[config.mk]
export PLATFORM = sky130hd
export DESIGN_NAME = rsog_cell
export DESIGN_NICKNAME = d
export VERILOG_FILES = /design/src/rtl/core/rsog_pkg.sv /design/src/rtl/core/rsog_cell.sv
export SDC_FILE = /design/constraint.sdc
export NUM_CORES = 2
export LEC_CHECK = 0
export BUFFER_PORTS_ARGS = -buffer_cell sky130_fd_sc_hd__buf_2
export CAP_MARGIN = 25
export CORE_MARGIN = 10
export CORE_UTILIZATION = 60
export DETAILED_ROUTE_END_ITERATION = 8
export PLACE_DENSITY = 0.74
export SETUP_SLACK_MARGIN = 0.02
export SYNTH_ARGS = -nofsm -noshare
export SYNTH_HDL_FRONTEND = slang
export SYNTH_SLANG_ARGS = --single-unit
[constraint.sdc]
create_clock -name i_clk -period 23.4 [get_ports i_clk]
set_input_delay 4.68 -clock i_clk [delete_from_list [all_inputs] [get_ports i_clk]]
set_output_delay 4.68 -clock i_clk [all_outputs]
set_load 0.02 [all_outputs]
[src/rtl/core/rsog_pkg.sv]
package rsog_pkg;

    localparam int GRID_W     = 128;
    localparam int GRID_H     = 128;
    localparam int ANGLE_BITS = 16;

    localparam int STORE_CELLS = 16384;
    localparam int ADDR_W      = $clog2(STORE_CELLS);
    localparam int GRID_CELLS  = GRID_W * GRID_H;
    localparam int CORDIC_MAX  = 20;
    localparam int ITERS       = (ANGLE_BITS > CORDIC_MAX) ? CORDIC_MAX : ANGLE_BITS;
    localparam int CNT_W       = $clog2(CORDIC_MAX);

    // Datapath widths: x and y reach about range * 2^16, so 35 signed bits hold them.
    localparam int XW = 35;
    localparam int ZW = 34;
    localparam int PW = XW + 1;
    localparam int CW = 21;   // cell coordinate after the Q16 by Q16 scale
    localparam int COORD_W = 11;

    localparam logic [29:0] CORDIC_GAIN_Q30 = 30'd652032874;
    localparam logic [31:0] ANG_MASK        = 32'hFFFF_FFFF << (32 - ANGLE_BITS);
    localparam logic [6:0]  COST_OCCUPIED   = 7'd100;

    localparam logic [31:0] ATAN_TAB [CORDIC_MAX] = '{
        32'd536870912, 32'd316933406, 32'd167458907, 32'd85004756, 32'd42667331,
        32'd21354465,  32'd10679838,  32'd5340245,   32'd2670163,  32'd1335087,
        32'd667544,    32'd333772,    32'd166886,    32'd83443,    32'd41722,
        32'd20861,     32'd10430,     32'd5215,      32'd2608,     32'd1304
    };

    localparam logic [1:0] OP_START = 2'd0;
    localparam logic [1:0] OP_RAY   = 2'd1;
    localparam logic [1:0] OP_READ  = 2'd2;

    localparam logic [2:0] REG_RANGE_LOW  = 3'd0;
    localparam logic [2:0] REG_RANGE_HIGH = 3'd1;
    localparam logic [2:0] REG_START_ANG  = 3'd2;
    localparam logic [2:0] REG_ANG_STEP   = 3'd3;
    localparam logic [2:0] REG_SHIFT_X    = 3'd4;
    localparam logic [2:0] REG_SHIFT_Y    = 3'd5;
    localparam logic [2:0] REG_SCALE      = 3'd6;

    typedef enum logic [2:0] {
        S_CLEAR,
        S_IDLE,
        S_ROT,
        S_SCALE,
        S_READ,
        S_RDATA,
        S_DONE
    } t_state;

    typedef struct packed {
        logic              hit;
        logic [ADDR_W-1:0] idx;
    } t_cell_res;

endpackage

[src/rtl/core/rsog_cell.sv]
module rsog_cell import rsog_pkg::*; (
    input  logic                 i_clk,
    input  logic                 i_rst_n,
    input  logic                 i_start,
    input  logic signed [XW-1:0] i_x,
    input  logic signed [XW-1:0] i_y,
    input  logic [15:0]          i_shift_x,
    input  logic [15:0]          i_shift_y,
    input  logic [15:0]          i_scale,
    output logic                 o_done,
    output t_cell_res            o_res
);

    logic                 r_v1, r_v2;
    logic signed [CW-1:0] r_cx, r_cy;
    t_cell_res            r_res;

    logic signed [PW-1:0]    w_px, w_py;
    logic signed [PW+16:0]   w_mx, w_my;
    logic                    w_inx, w_iny;
    logic [2*COORD_W+1:0]    w_idx;

    always_comb begin
        w_px  = PW'(i_x) + PW'($signed({i_shift_x, 16'd0}));
        w_py  = PW'(i_y) + PW'($signed({i_shift_y, 16'd0}));
        w_mx  = w_px * $signed({1'b0, i_scale});
        w_my  = w_py * $signed({1'b0, i_scale});
        w_inx = !r_cx[CW-1] && (r_cx < CW'(GRID_W));
        w_iny = !r_cy[CW-1] && (r_cy < CW'(GRID_H));
        w_idx = (2*COORD_W+2)'(r_cy[COORD_W-1:0]) * (2*COORD_W+2)'(GRID_W)
              + (2*COORD_W+2)'(r_cx[COORD_W-1:0]);
    end

    always_ff @(posedge i_clk) begin
        if (!i_rst_n) begin
            r_v1 <= 1'b0;
            r_v2 <= 1'b0;
        end else begin
            r_v1 <= i_start;
            r_v2 <= r_v1;
        end
    end

    // Taking the top bits of the product is the floor of the division by 2^32.
    always_ff @(posedge i_clk) begin
        r_cx      <= w_mx[PW+16:32];
        r_cy      <= w_my[PW+16:32];
        r_res.hit <= w_inx && w_iny && (w_idx < (2*COORD_W+2)'(STORE_CELLS));
        r_res.idx <= w_idx[ADDR_W-1:0];
    end

    assign o_done = r_v2;
    assign o_res  = r_res;

endmodule

## Word-level counts from Yosys, hierarchy flattened

Index checks and enable logic that the tools add are counted.

- Add/subtract/negate cells: 3
- $mul: 2
- Magnitude comparators: 3
- Reductions and logical operators: 6

Operators by type and width:

| operator | count |
|---|---|
| $mul 36x17->53 | 2 |
| $add 35x32->36 | 2 |
| $lt 21x9->1 const B | 2 |
| $add 18x11->19 | 1 |
| $lt 19x15->1 const B | 1 |
| $logic_and 1x1->1 | 4 |
| $logic_not 1->1 | 2 |

- Register bits: 59
- Bits of input ports: 121
- Output and inout bits: 16
- Logic and storage cells: 20

## Longest topological paths before layout

- Word-level depth: 4
- Gate-level depth with buffers: 37

## Least setup slack after synthesis

Ideal clock, no wire load.

- Path type: input to register
- Start: input port i_x[16]
- End: register r_cx[19]
- Arrival time: 12425 ps
- Setup slack: 10880 ps
- Cell stages on the path: 32
- Path buffers: 1
- Cell sequence: ha_1 fa_1 a21o_1 a21oi_1 o21bai_1 a21oi_1 o21ai_1 o211ai_1 a31oi_1 a41o_1 o31a_1 xor2_1 clkbuf_1 nand2_1 fa_1 fa_1 inv_1 fa_1 fa_1 fa_1 inv_1 fa_1 inv_1 ha_1 a21o_1 a21o_1 a21o_1 o2111ai_2 nand2_1 a41oi_1 or4b_1 o311ai_1

- Cells in the longest elaborated chain, start to end: 2

RTL lines:

| element | line | RTL |
|---|---|---|
| from (decl) | rsog_cell.sv:5 | `input logic signed [XW-1:0] i_x,` |
| $add 35x32->36 | rsog_cell.sv:24 | `w_px = PW'(i_x) + PW'($signed({i_shift_x, 16'd0}));` |
| $mul 36x17->53 | rsog_cell.sv:26 | `w_mx = w_px * $signed({1'b0, i_scale});` |
| via w_mx[51] | rsog_cell.sv:19 | `logic signed [PW+16:0] w_mx, w_my;` |
| to (signal assigned) | rsog_cell.sv:46 | `r_cx <= w_mx[PW+16:32];` |
| to (decl) | rsog_cell.sv:15 | `logic signed [CW-1:0] r_cx, r_cy;` |

The timed path passes the listed nets, and every way through them passes these cells.
A chain may end at the register's enable or synchronous reset.

## Final worst setup path

- Start: input port i_y[16]
- End: register r_cy[20]

- Cells in the longest elaborated chain, start to end: 2

RTL lines:

| element | line | RTL |
|---|---|---|
| from (decl) | rsog_cell.sv:6 | `input logic signed [XW-1:0] i_y,` |
| $add 35x32->36 | rsog_cell.sv:25 | `w_py = PW'(i_y) + PW'($signed({i_shift_y, 16'd0}));` |
| $mul 36x17->53 | rsog_cell.sv:27 | `w_my = w_py * $signed({1'b0, i_scale});` |
| via w_my[52] | rsog_cell.sv:19 |  |
| to (signal assigned) | rsog_cell.sv:47 | `r_cy <= w_my[PW+16:32];` |
| to (decl) | rsog_cell.sv:15 |  |

The timed path passes the listed nets, and every way through them passes these cells.

==> out/qor.txt <==
Site Rows = 97
Warnings from Yosys = 0
Status = completed
Worst relative slew slack = 28.1%
# setup viols final = 0
EDFF count, synth = 0
Vias in the first global route = 34,900
Largest area contributor in the netlist = fa_1
Largest net degree at the start of global routing = 59
Post-CTS Resized = 0
Final Max Slew Viols = 0
Max Root-Sink Buffers = 2
Top cell by count, worst path = fa_1
Asr flop ratio synth = 0%
Antenna violations before repair = 3
Port buffer count = 136
Ranking of synthesized cells by area = fa_1 51%, inv_1 11%, ha_1 8.6%, nand2_1 6.8%, and2_1 5.5%
Hold WC Path Type = flop to flop
Core footprint = 70,000 um^2
Hold Fails Final Rpt = 0
Synthesized instance count = 4,833
Area growth from synthesis to layout = 4.09%
CTS Hold Bufs = 0
CP startpoint kind = primary input
Fin crit period = 13.08 ns
Ys flop type = dfxtp_1
First-pass GRT wire length = 182 mm
GRT overflow = 0
DRC viols = 0
Max Cap Viol = 0
Drt pass-1 iters = 7
Crit Path Class = primary input to flop
Worst reg-to-reg setup slack = 21.48 ns
Via density = 5.55
Routed Antenna Nets = 0
Die Ht = 286 um
Synth Area per Inst = 8.77 um^2
Initial DRC Count = 2,219
Vias = 31,869
Hpwl dp = 81.8 mm
Worst EP required = 23.66 ns
Clock tree root driver cell = clkbuf_16
Post-synth net total = 6,323
Worst clock skew = 0.0149 ns
Least-Margin Pin Slew = 1.07 ns
I/O pin total = 137
Yosys cell types = 79
Max frequency = 0.0764 GHz
CTS tree = yes
Worst-Skew Late Latency = 0.36 ns
Post-route setup TNS = 0 ns
Clock-pin slew on the worst setup and hold paths = 0.06 ns
CTS buffer count = 9
Top-area cell type share of the netlist area = 50.8%
Seq/Total Area, Yosys = 2.79%
Largest fanout on the critical path = 17
Initial Utilization = 60.6%
CP max stage cell = a21oi_2
Period utilization = 55.9%
Die area = 81,700 um^2
Netlist Area Pre-Place = 42,400 um^2
Setup Fix Bufs, Post-CTS = 0
Total GRT Usage = 27.9%
Total wire length = 110 mm
Yosys reg bits = 59
DR WL/cell = 19.1 um
Crit path largest cell delay = 0.63 ns
Clk sink count = 59
Fin nets = 6,281
H-tree levels = 3
WP data arrival = 13.34 ns
Die width = 286 um
Share of layout cells above drive strength 1 = 5.38%
Placer Congestion = 0.915
RSZ-0062 raised after global routing = false
Crit end category = flop
## per-stage QoR
stage          instance area, um^2  utilization (%)  instances  setup slack, ns  hold WS, ns
6_report                     44100             63.0       5737            10.32        0.326
5_1_grt                      44100             63.0       5736             9.87        0.331
4_1_cts                      44100             63.0       5735            10.42        0.326
3_5_place_dp                 43800             62.5       5719            10.08        0.312
3_3_place_gp                 43800             62.5       5719            10.18        0.310
2_1_floorplan                42400                -       4833            10.88        0.310
## path summary, 6_finish.rpt
kind,from,to,cells past startpoint
min,r_cx[4],o_res[4],0
min reg2reg,r_cx[4],o_res[4],0
max reg2reg,r_cx[8],o_res[14],7
max,i_y[16],r_cy[20],34
## worst max-delay path: cells and delay by family
family	cells	cell delay, ns
AOI/OAI and AO/OA	14	3.17
adders and majority gates	9	3.89
and+or+nand+nor	6	1.31
buffers and inverters	5	0.29
## synth_stat cells, types with 40 or more instances
cell and count:
fa_1 1077, dfxtp_1 59, a21oi_1 77, nor2_1 77, nand2_1 767, ha_1 292
inv_1 1248, nor2b_1 46, xnor2_1 73, and2_1 374, nand3_1 63, clkbuf_1 218
o21ai_0 40
## layer usage
| layer | global-route usage, % | vias up | routed length, um |
|---|---|---|---|
| li1 | - | 14013 | - |
| met1 | 36.2 | 16302 | 43400 |
| met2 | 48.5 | 1293 | 54300 |
| met3 | 3.57 | 257 | 8330 |
| met4 | 8.66 | 4 | 3480 |
| met5 | 0 | - | 34 |
## placed cells by master (no fill, tap or decap), drive strengths merged, types with 7 or more instances in the layout
| master | count |
|---|---|
| inv | 1249 |
| fa | 1077 |
| nand2 | 767 |
| and2 | 374 |
| ha | 292 |
| buf | 199 |
| a21oi | 86 |
| nor2 | 77 |
| xnor2 | 73 |
| nand3 | 63 |
| dfxtp | 59 |
| o21ai | 52 |
| nor2b | 46 |
| nand2b | 34 |
| a211oi | 31 |
| and3 | 27 |
| a21o | 25 |
| nand4 | 21 |
| xor2 | 20 |
| nor4 | 20 |
| a311oi | 20 |
| nor3 | 20 |
| o311ai | 15 |
| a211o | 11 |
| o211ai | 10 |
| clkbuf | 9 |
| o21bai | 8 |
| o21a | 8 |
| mux2i | 8 |
| o22ai | 8 |
| mux2 | 8 |
| or2 | 7 |
| a21boi | 7 |
## cell families after synthesis
kind of cell | after synthesis | synth area share (%)
DFF | 59 | 2.79
AOI/OAI and AO/OA | 328 | 5.53
buffers and inverters | 1501 | 13.3
xor gates and xnor gates | 93 | 1.92
adders and majority gates | 1375 | 59.6
muxes | 16 | 0.437
and+or+nand+nor | 1461 | 16.4
## state kept, by name (all words and copies together) (netlist names)
name	cells
o_done	1
r_v1	1
o_res	15
r_cx	21
r_cy	21
## layout make-up
type	count	area (um^2)
multi-input combinational	3273	35600
fill	6003	25900
inverter	1249	4690
sequential	59	1180
tap	940	1180
timing repair buffer	199	1170
clock buffer	9	225
clock inverter	7	125
antenna	1	2.50
Power is not shown: default switching activity piles up to over one toggle a cycle in this logic, so the estimate is an artifact.
