**src/rtl/core/rsog_pkg.sv**
```systemverilog
package rsog_pkg;

    localparam int GRID_W     = 128;
    localparam int GRID_H     = 128;
    localparam int ANGLE_BITS = 16;

    localparam int STORE_CELLS = 16384;
    localparam int ADDR_W      = $clog2(STORE_CELLS);
    localparam int GRID_CELLS  = GRID_W * GRID_H;
    localparam int CORDIC_MAX  = 20;
    localparam int ITERS       = (ANGLE_BITS > CORDIC_MAX) ? CORDIC_MAX : ANGLE_BITS;
    localparam int CNT_W       = $clog2(CORDIC_MAX);

    // Datapath widths: x and y reach about range * 2^16, so 35 signed bits hold them.
    localparam int XW = 35;
    localparam int ZW = 34;
    localparam int PW = XW + 1;
    localparam int CW = 21;   // cell coordinate after the Q16 by Q16 scale
    localparam int COORD_W = 11;

    localparam logic [29:0] CORDIC_GAIN_Q30 = 30'd652032874;
    localparam logic [31:0] ANG_MASK        = 32'hFFFF_FFFF << (32 - ANGLE_BITS);
    localparam logic [6:0]  COST_OCCUPIED   = 7'd100;

    localparam logic [31:0] ATAN_TAB [CORDIC_MAX] = '{
        32'd536870912, 32'd316933406, 32'd167458907, 32'd85004756, 32'd42667331,
        32'd21354465,  32'd10679838,  32'd5340245,   32'd2670163,  32'd1335087,
        32'd667544,    32'd333772,    32'd166886,    32'd83443,    32'd41722,
        32'd20861,     32'd10430,     32'd5215,      32'd2608,     32'd1304
    };

    localparam logic [1:0] OP_START = 2'd0;
    localparam logic [1:0] OP_RAY   = 2'd1;
    localparam logic [1:0] OP_READ  = 2'd2;

    localparam logic [2:0] REG_RANGE_LOW  = 3'd0;
    localparam logic [2:0] REG_RANGE_HIGH = 3'd1;
    localparam logic [2:0] REG_START_ANG  = 3'd2;
    localparam logic [2:0] REG_ANG_STEP   = 3'd3;
    localparam logic [2:0] REG_SHIFT_X    = 3'd4;
    localparam logic [2:0] REG_SHIFT_Y    = 3'd5;
    localparam logic [2:0] REG_SCALE      = 3'd6;

    typedef enum logic [2:0] {
        S_CLEAR,
        S_IDLE,
        S_ROT,
        S_SCALE,
        S_READ,
        S_RDATA,
        S_DONE
    } t_state;

    typedef struct packed {
        logic              hit;
        logic [ADDR_W-1:0] idx;
    } t_cell_res;

endpackage

```
**src/rtl/core/rsog_cordic.sv**
```systemverilog
module rsog_cordic import rsog_pkg::*; (
    input  logic                 i_clk,
    input  logic                 i_rst_n,
    input  logic                 i_start,
    input  logic [15:0]          i_range,
    input  logic [15:0]          i_angle,
    output logic                 o_done,
    output logic signed [XW-1:0] o_x,
    output logic signed [XW-1:0] o_y
);

    logic                 r_load, r_busy, r_done;
    logic [CNT_W-1:0]     r_cnt;
    logic [45:0]          r_prod;
    logic                 r_neg;
    logic signed [ZW-1:0] r_z;
    logic signed [XW-1:0] r_x, r_y;

    logic [31:0]          w_a;
    logic                 w_fold;
    logic [31:0]          w_af;
    logic signed [XW-1:0] w_x0, w_dx, w_dy;
    logic signed [ZW-1:0] w_at;

    always_comb begin
        w_a    = {i_angle, 16'd0} & ANG_MASK;
        w_fold = (w_a[31:30] == 2'd1) || (w_a[31:30] == 2'd2);
        w_af   = w_fold ? (w_a - 32'h8000_0000) : w_a;
        w_x0   = $signed({3'd0, r_prod[45:14]});
        w_dx   = r_y >>> r_cnt;
        w_dy   = r_x >>> r_cnt;
        w_at   = $signed({2'd0, ATAN_TAB[r_cnt]});
    end

    always_ff @(posedge i_clk) begin
        if (!i_rst_n) begin
            r_load <= 1'b0;
            r_busy <= 1'b0;
            r_done <= 1'b0;
            r_cnt  <= '0;
        end else begin
            r_done <= 1'b0;
            if (i_start) begin
                r_load <= 1'b1;
            end else if (r_load) begin
                r_load <= 1'b0;
                r_busy <= 1'b1;
                r_cnt  <= '0;
            end else if (r_busy) begin
                r_cnt <= r_cnt + 1'b1;
                if (r_cnt == CNT_W'(ITERS - 1)) begin
                    r_busy <= 1'b0;
                    r_done <= 1'b1;
                end
            end
        end
    end

    // One micro-rotation per cycle; the sign of the residual angle picks the direction.
    always_ff @(posedge i_clk) begin
        if (i_start) begin
            r_prod <= i_range * CORDIC_GAIN_Q30;
            r_neg  <= w_fold;
            r_z    <= ZW'($signed(w_af));
        end else if (r_load) begin
            r_x <= r_neg ? -w_x0 : w_x0;
            r_y <= '0;
        end else if (r_busy) begin
            if (!r_z[ZW-1]) begin
                r_x <= r_x - w_dx;
                r_y <= r_y + w_dy;
                r_z <= r_z - w_at;
            end else begin
                r_x <= r_x + w_dx;
                r_y <= r_y - w_dy;
                r_z <= r_z + w_at;
            end
        end
    end

    assign o_done = r_done;
    assign o_x    = r_x;
    assign o_y    = r_y;

endmodule

```
**config.mk**
```make
export PLATFORM = sky130hd
export DESIGN_NAME = rsog_cordic
export DESIGN_NICKNAME = d
export VERILOG_FILES = /design/src/rtl/core/rsog_pkg.sv /design/src/rtl/core/rsog_cordic.sv
export SDC_FILE = /design/constraint.sdc
export NUM_CORES = 1
export LEC_CHECK = 0
export BUFFER_PORTS_ARGS = -buffer_cell sky130_fd_sc_hd__buf_4
export CAP_MARGIN = 0
export CORE_UTILIZATION = 40
export CTS_CLUSTER_DIAMETER = 120
export CTS_CLUSTER_SIZE = 14
export DETAILED_ROUTE_END_ITERATION = 8
export PLACE_DENSITY_LB_ADDON = 0.25
export REMOVE_ABC_BUFFERS = 1
export SLEW_MARGIN = 20
export SYNTH_ARGS = -nofsm -noshare
export SYNTH_HDL_FRONTEND = slang
export SYNTH_SLANG_ARGS = --single-unit
```
**constraint.sdc**
```tcl
create_clock -name i_clk -period 8.7 [get_ports i_clk]
set_input_delay 1.74 -clock i_clk [delete_from_list [all_inputs] [get_ports i_clk]]
set_output_delay 1.74 -clock i_clk [all_outputs]
set_load 0.03 [all_outputs]
```
## Word-level counts from Yosys, hierarchy flattened

Memory sizes are Yosys's and may differ from the RTL's.
Index checks and enable logic that the tools add are counted.

| word-level totals | value |
|---|---|
| logic and storage cells | 57 |
| flip-flop bits (word level) | 158 |
| memories | 1 |
| input port bits | 35 |
| bits in read-only memories | 1,024 |

Memory list:

| memory | words | bits a word | read ports | clocked after memory_dff | write ports | RTL line | source |
|---|---|---|---|---|---|---|---|
| (no name shown) | 32 | 32 | 1 | 0 | 0 | rsog_cordic.sv:32 | `w_at = $signed({2'd0, ATAN_TAB[r_cnt]});` |

| cells by class | value |
|---|---|
| order comparisons | 1 |
| bitwise logic cells | 4 |
| mux-type cells | 20 |
| equality and inequality tests | 4 |
| shift operators | 2 |
| $mul | 1 |
| reductions and logical operators | 6 |
| add/sub/neg operators | 9 |

Operators with widths:

| kind | count |
|---|---|
| 35-bit 2-to-1 mux | 6 |
| 34-bit 2-to-1 mux | 4 |
| 32-bit 2-to-1 mux | 3 |
| 35-bit adder | 2 |
| 35-bit by 5-bit >>> shifter with 35-bit output | 2 |
| 35-bit subtractor | 2 |
| 16-bit by 29-bit multiplier with 45-bit output (second input constant) | 1 |
| 32-bit negation with 35-bit output | 1 |
| 34-bit by 33-bit adder with 34-bit output | 1 |
| 34-bit by 33-bit subtractor with 34-bit output | 1 |
| 32-bit subtractor (second input constant) | 1 |
| 5-bit 2-to-1 mux | 2 |
| 6-bit >= comparator (second input constant) | 1 |
| 5-bit NOT with 6-bit output | 1 |
| 5-bit by 1-bit adder with 5-bit output (second input constant) | 1 |
| 5-bit by 4-bit == test with 1-bit output (second input constant) | 1 |
| 1-bit 2-to-1 mux | 5 |
| 2-bit AND reduction | 2 |
| 2-bit nonzero test | 2 |
| 4-bit OR reduction | 1 |
| 1-bit NOT | 3 |
| 2-bit by 1-bit == test with 1-bit output (second input constant) | 1 |
| 2-bit == test (second input constant) | 1 |
| 2-bit inequality test (second input constant) | 1 |
| 1-bit logical OR | 1 |

## Logic depth before layout (Yosys ltp)

| depth | value |
|---|---|
| word-level depth | 9 |
| mapped depth | 30 |
| mapped depth without buffers | 25 |

## Worst setup path before layout

OpenSTA, ideal clock, no wires.

| path | value |
|---|---|
| path kind | input to register |
| start point | in i_range[1] |
| end point | reg r_prod[40] (data pin) |
| data required time | 8.441 ns |
| arrival | 7.346 ns |
| buffers on the path | 0 |
| setup slack | 1.095 ns |
| stages | 20 |
| setup time | 0.259 ns |
| path through | ha_1 -> inv_1 -> fa_1 -> fa_1 -> fa_1 -> inv_1 -> fa_1 -> inv_1 -> fa_1 -> inv_1 -> ha_1 -> a21o_1 -> a21oi_1 -> o21ai_0 -> a2111oi_0 -> o32ai_1 -> a21oi_1 -> o21ai_0 -> and2_1 -> o31a_1 |

| between the ends | value |
|---|---|
| cells in the longest elaborated chain, start to end | 1 |

Ends and longest elaborated chain:

| element | RTL line | source |
|---|---|---|
| from (decl) | rsog_cordic.sv:5 | `input logic [15:0] i_range,` |
| 16-bit by 29-bit multiplier with 45-bit output | rsog_cordic.sv:62 | `r_prod <= i_range * CORDIC_GAIN_Q30;` |
| to (signal assigned) | rsog_cordic.sv:62 |  |
| to (decl) | rsog_cordic.sv:14 | `logic [45:0] r_prod;` |

No other way between the ends.
A chain may end at the register's enable or synchronous reset.

## Worst setup path after layout

| path | value |
|---|---|
| start point | reg r_cnt[0] |
| end point | reg r_y[33] (netlist: o_y[33]) (data pin) |

| between the ends | value |
|---|---|
| cells in the longest elaborated chain, start to end | 4 |

Ends and longest elaborated chain:

| element | RTL line | source |
|---|---|---|
| from (decl) | rsog_cordic.sv:13 | `logic [CNT_W-1:0] r_cnt;` |
| from (signal assigned) | rsog_cordic.sv:50 | `r_cnt <= r_cnt + 1'b1;` |
| 35-bit by 5-bit >>> shifter with 35-bit output * | rsog_cordic.sv:31 | `w_dy = r_x >>> r_cnt;` |
| 35-bit adder or 35-bit subtractor (tied branches) | rsog_cordic.sv:71, rsog_cordic.sv:75 |  |
| 35-bit 2-to-1 mux * | rsog_cordic.sv:69 | `if (!r_z[ZW-1]) begin` |
| 35-bit 2-to-1 mux * | rsog_cordic.sv:68 | `end else if (r_busy) begin` |
| to (signal assigned) | rsog_cordic.sv:71 | `r_y <= r_y + w_dy;` |
| to (signal assigned) | rsog_cordic.sv:75 | `r_y <= r_y - w_dy;` |
| to (decl) | rsog_cordic.sv:17 | `logic signed [XW-1:0] r_x, r_y;` |

Every way passes the cells marked *; elsewhere a longest branch is shown, timed or not. The select of a mux whose other input is x is not followed.

==> metrics <==
PostCTS Resize Cnt=0; DP Wirelength=64060 microns; total CTS buffers=17; GRT busiest layer=met2; sequential fraction of the synthesis area=about 17%; Pre-antenna DRT Iters=6; P&R area growth vs syn=8.631%; fin. max-slew vios=0; Synth warnings=0; clk_skew=0.01328 ns; most common cell after layout, fill and taps aside=inv_1; Die X-Extent=approximately 250 microns; Leakage=12.02 nW; Netlist cell types=94; DRT iter0 DRCs=1581; crit-path cells=buf_4 > mux4_1 > mux2i_2 > o22ai_1 > nor2_1 > nand4_1 > or3_1 > inv_1 > a31oi_1 > xor2_1 > ha_1 > and3_1 > and3_1 > nand2_1 > a211oi_1 > o21ai_0 > o31a_1 > nor3_1 > o21ai_0 > or4_1 > nand4_1; DRC=0; per-cell routed wire length=approximately 22 microns; CORE AREA=61830 sq um; clk_lat worst skew=~0.46 ns; met3 Use GR=2.616%; Worst Max-Slew Pin Slew=0.9908 ns; detailed-route via count=21130; Achievable Freq=around 130 MHz; Synth Area per Inst=~9 sq um; crit path time final=7.944 ns; Num Clock Sinks=145; ys flop type=edfxtp_1; PwrDens=372.4 nW/um^2; Synth Cell Area=25090 sq um; Tot Pwr=10.15 mW; Critical Path Start=r_cnt[0]; max_slew headroom=33.85%; CTS clk-pin slew, worst paths=0.06 ns; status=finished clean; EDFF count, synth=137; #FFs+latches synth=about 150; Hold Violations, Final=0; Fill cells=6029; total track usage=24.88%; DR vias/cell=5.750; r2r startpoint=r_cnt[0]; H-Tree Depth=4; grt total ovfl=0; GR Util met1=between 30% and 40%; layout cell share with drive strength beyond 1=between 10% and 20%; Hold/Removal Path Class=reg2reg; antenna-violating nets left=0; post-CTS setup repair buffer count=0; Async S/R FF share, synth=0%; Mapped Cells=2781; Final Non-Filler Cells=3675; initial antenna violation count=0; Setup Viol. Count Final=0; Starting Density=approximately two fifths; Req. time, crit path=~9 ns; buffer depth of the longest clock path=2; slowest CP cell=dfxtp_4; routing usage on met2=43.41%; Ant. Diodes=0; root buffer cell=clkbuf_16; number of global-route vias before repair=20950; number of I/O pins=106; HP Start=r_busy; TritonCTS clock tree=yes; CTS Hold Buffers Added=0; DIE AREA=63740 sq um; kind of start point of the critical path=register; first-pass GRT wire length=between 100000 and 150000 microns; Worst Path Arrival=~8.3 ns; # rows=91; Max-cap violations=0; most frequent cells in the layout=inv_1 (317), ha_1 (276), nor2_1 (229); critical path class=reg2reg; largest net degree at the start of global routing=82; CP peak stage delay=0.76 ns; RD Place Congestion=around 1.0; Placed Cells=3644; fin crit share=about 90%; final net count=3307; Peak VDD IR=roughly 0.26 mV; CP Max Fanout=41; setup TNS after final layout=0 ns; Worst Setup End Kind=register; IO buf count=105; final WL=79430 microns; RSZ-0062 raised after global routing=no; Die Y=252.5 microns
## sequential cells by signal, indices dropped and copies added, names as in the netlist
signal and count:
o_done 1, o_x 35, o_y 35, r_busy 1, r_cnt 5, r_load 1, r_neg 1, r_prod 32
r_z 34
## cell usage after synthesis (35+ instances only)
master / number / area, sq um
nor3_1: 35 / 175.2
clkbuf_1: 61 / 229.0
ha_1: 276 / 3453
fa_1: 170 / 3403
nand2_1: 183 / 686.9
a31oi_1: 38 / 237.7
a21oi_1: 183 / 915.9
nor2b_1: 38 / 237.7
inv_1: 319 / 1197
nand3_1: 41 / 205.2
mux2i_1: 43 / 430.4
nor2_1: 229 / 859.6
o21ai_0: 144 / 720.7
mux4_2: 62 / 1396
xor2_1: 117 / 1025
edfxtp_1: 137 / 4114
a21o_1: 56 / 420.4
xnor2_1: 127 / 1112
## path summary, 6_finish.rpt
kind | slack [ns] | cells after the start | to
worst min-delay path | 0.52 | 2 | r_busy
worst max-delay path | 0.76 | 21 | o_y[33]
worst min register to register | 0.52 | 2 | r_busy
worst max register to register | 0.76 | 21 | o_y[33]
## critical path: cells and delay by family, from the launching register on
| family | cells | cell delay, ns |
|---|---|---|
| flip-flops | 1 | 0.76 |
| AND/OR/NAND/NOR | 9 | 2.56 |
| adder cells (fa/ha/maj) | 1 | 0.36 |
| multiplexers | 2 | 1.27 |
| XOR/XNOR | 1 | 0.19 |
| AO/OA/AOI/OAI | 6 | 1.80 |
| buffers and inverters | 2 | 0.82 |
## cell type report
type / instances / area, sq um / area share [%]
Clock buffer: 18 / 429.2 / 1.574
Tap cell: 837 / 1047 / 3.842
Inverter: 324 / 1216 / 4.462
Sequential cell: 145 / 4289 / 15.73
Clock inverter: 13 / 161.4 / 0.5921
Timing Repair Buffer: 137 / 1028 / 3.773
Multi-Input combinational cell: 2201 / 19090 / 70.02
## metrics by stage
stage	hold slack (ns)	utilization, %	area, sq um	setup slack (ns)
final	0.5162	44.09	27260	0.7556
after global routing	0.5703	44.09	27260	0.3768
after CTS	0.5086	44.09	27260	0.9711
after detailed placement	0.4999	43.13	26670	0.6073
after global placement	0.4912	43.13	26670	0.6706
after floorplan	0.4709	-	24580	0.2392
## metal layers
layer	vias to the layer above	wire (microns)	share of wire, %
met5	-	0	0
met1	10340	34100	43
met4	0	2529	3.2
li1	9989	-	-
met3	128	3752	4.7
met2	671	39050	49
## report_power, final
group	internal, mW	switching, mW
registers	1.36	0.230
clock network	0.449	0.330
logic	3.38	4.39
## cells by family (layout without fill, tap and decap cells)
logic type	after synthesis	after routing	share of synthesized area, %
AO/OA/AOI/OAI	678	678	17.53
XOR/XNOR	244	244	8.517
AND/OR/NAND/NOR	692	692	13.31
multiplexers	141	141	9.384
adder cells (fa/ha/maj)	446	446	27.32
flip-flops	145	145	17.03
buffers and inverters	435	492	6.901
Power figures use the tool's default switching activity.
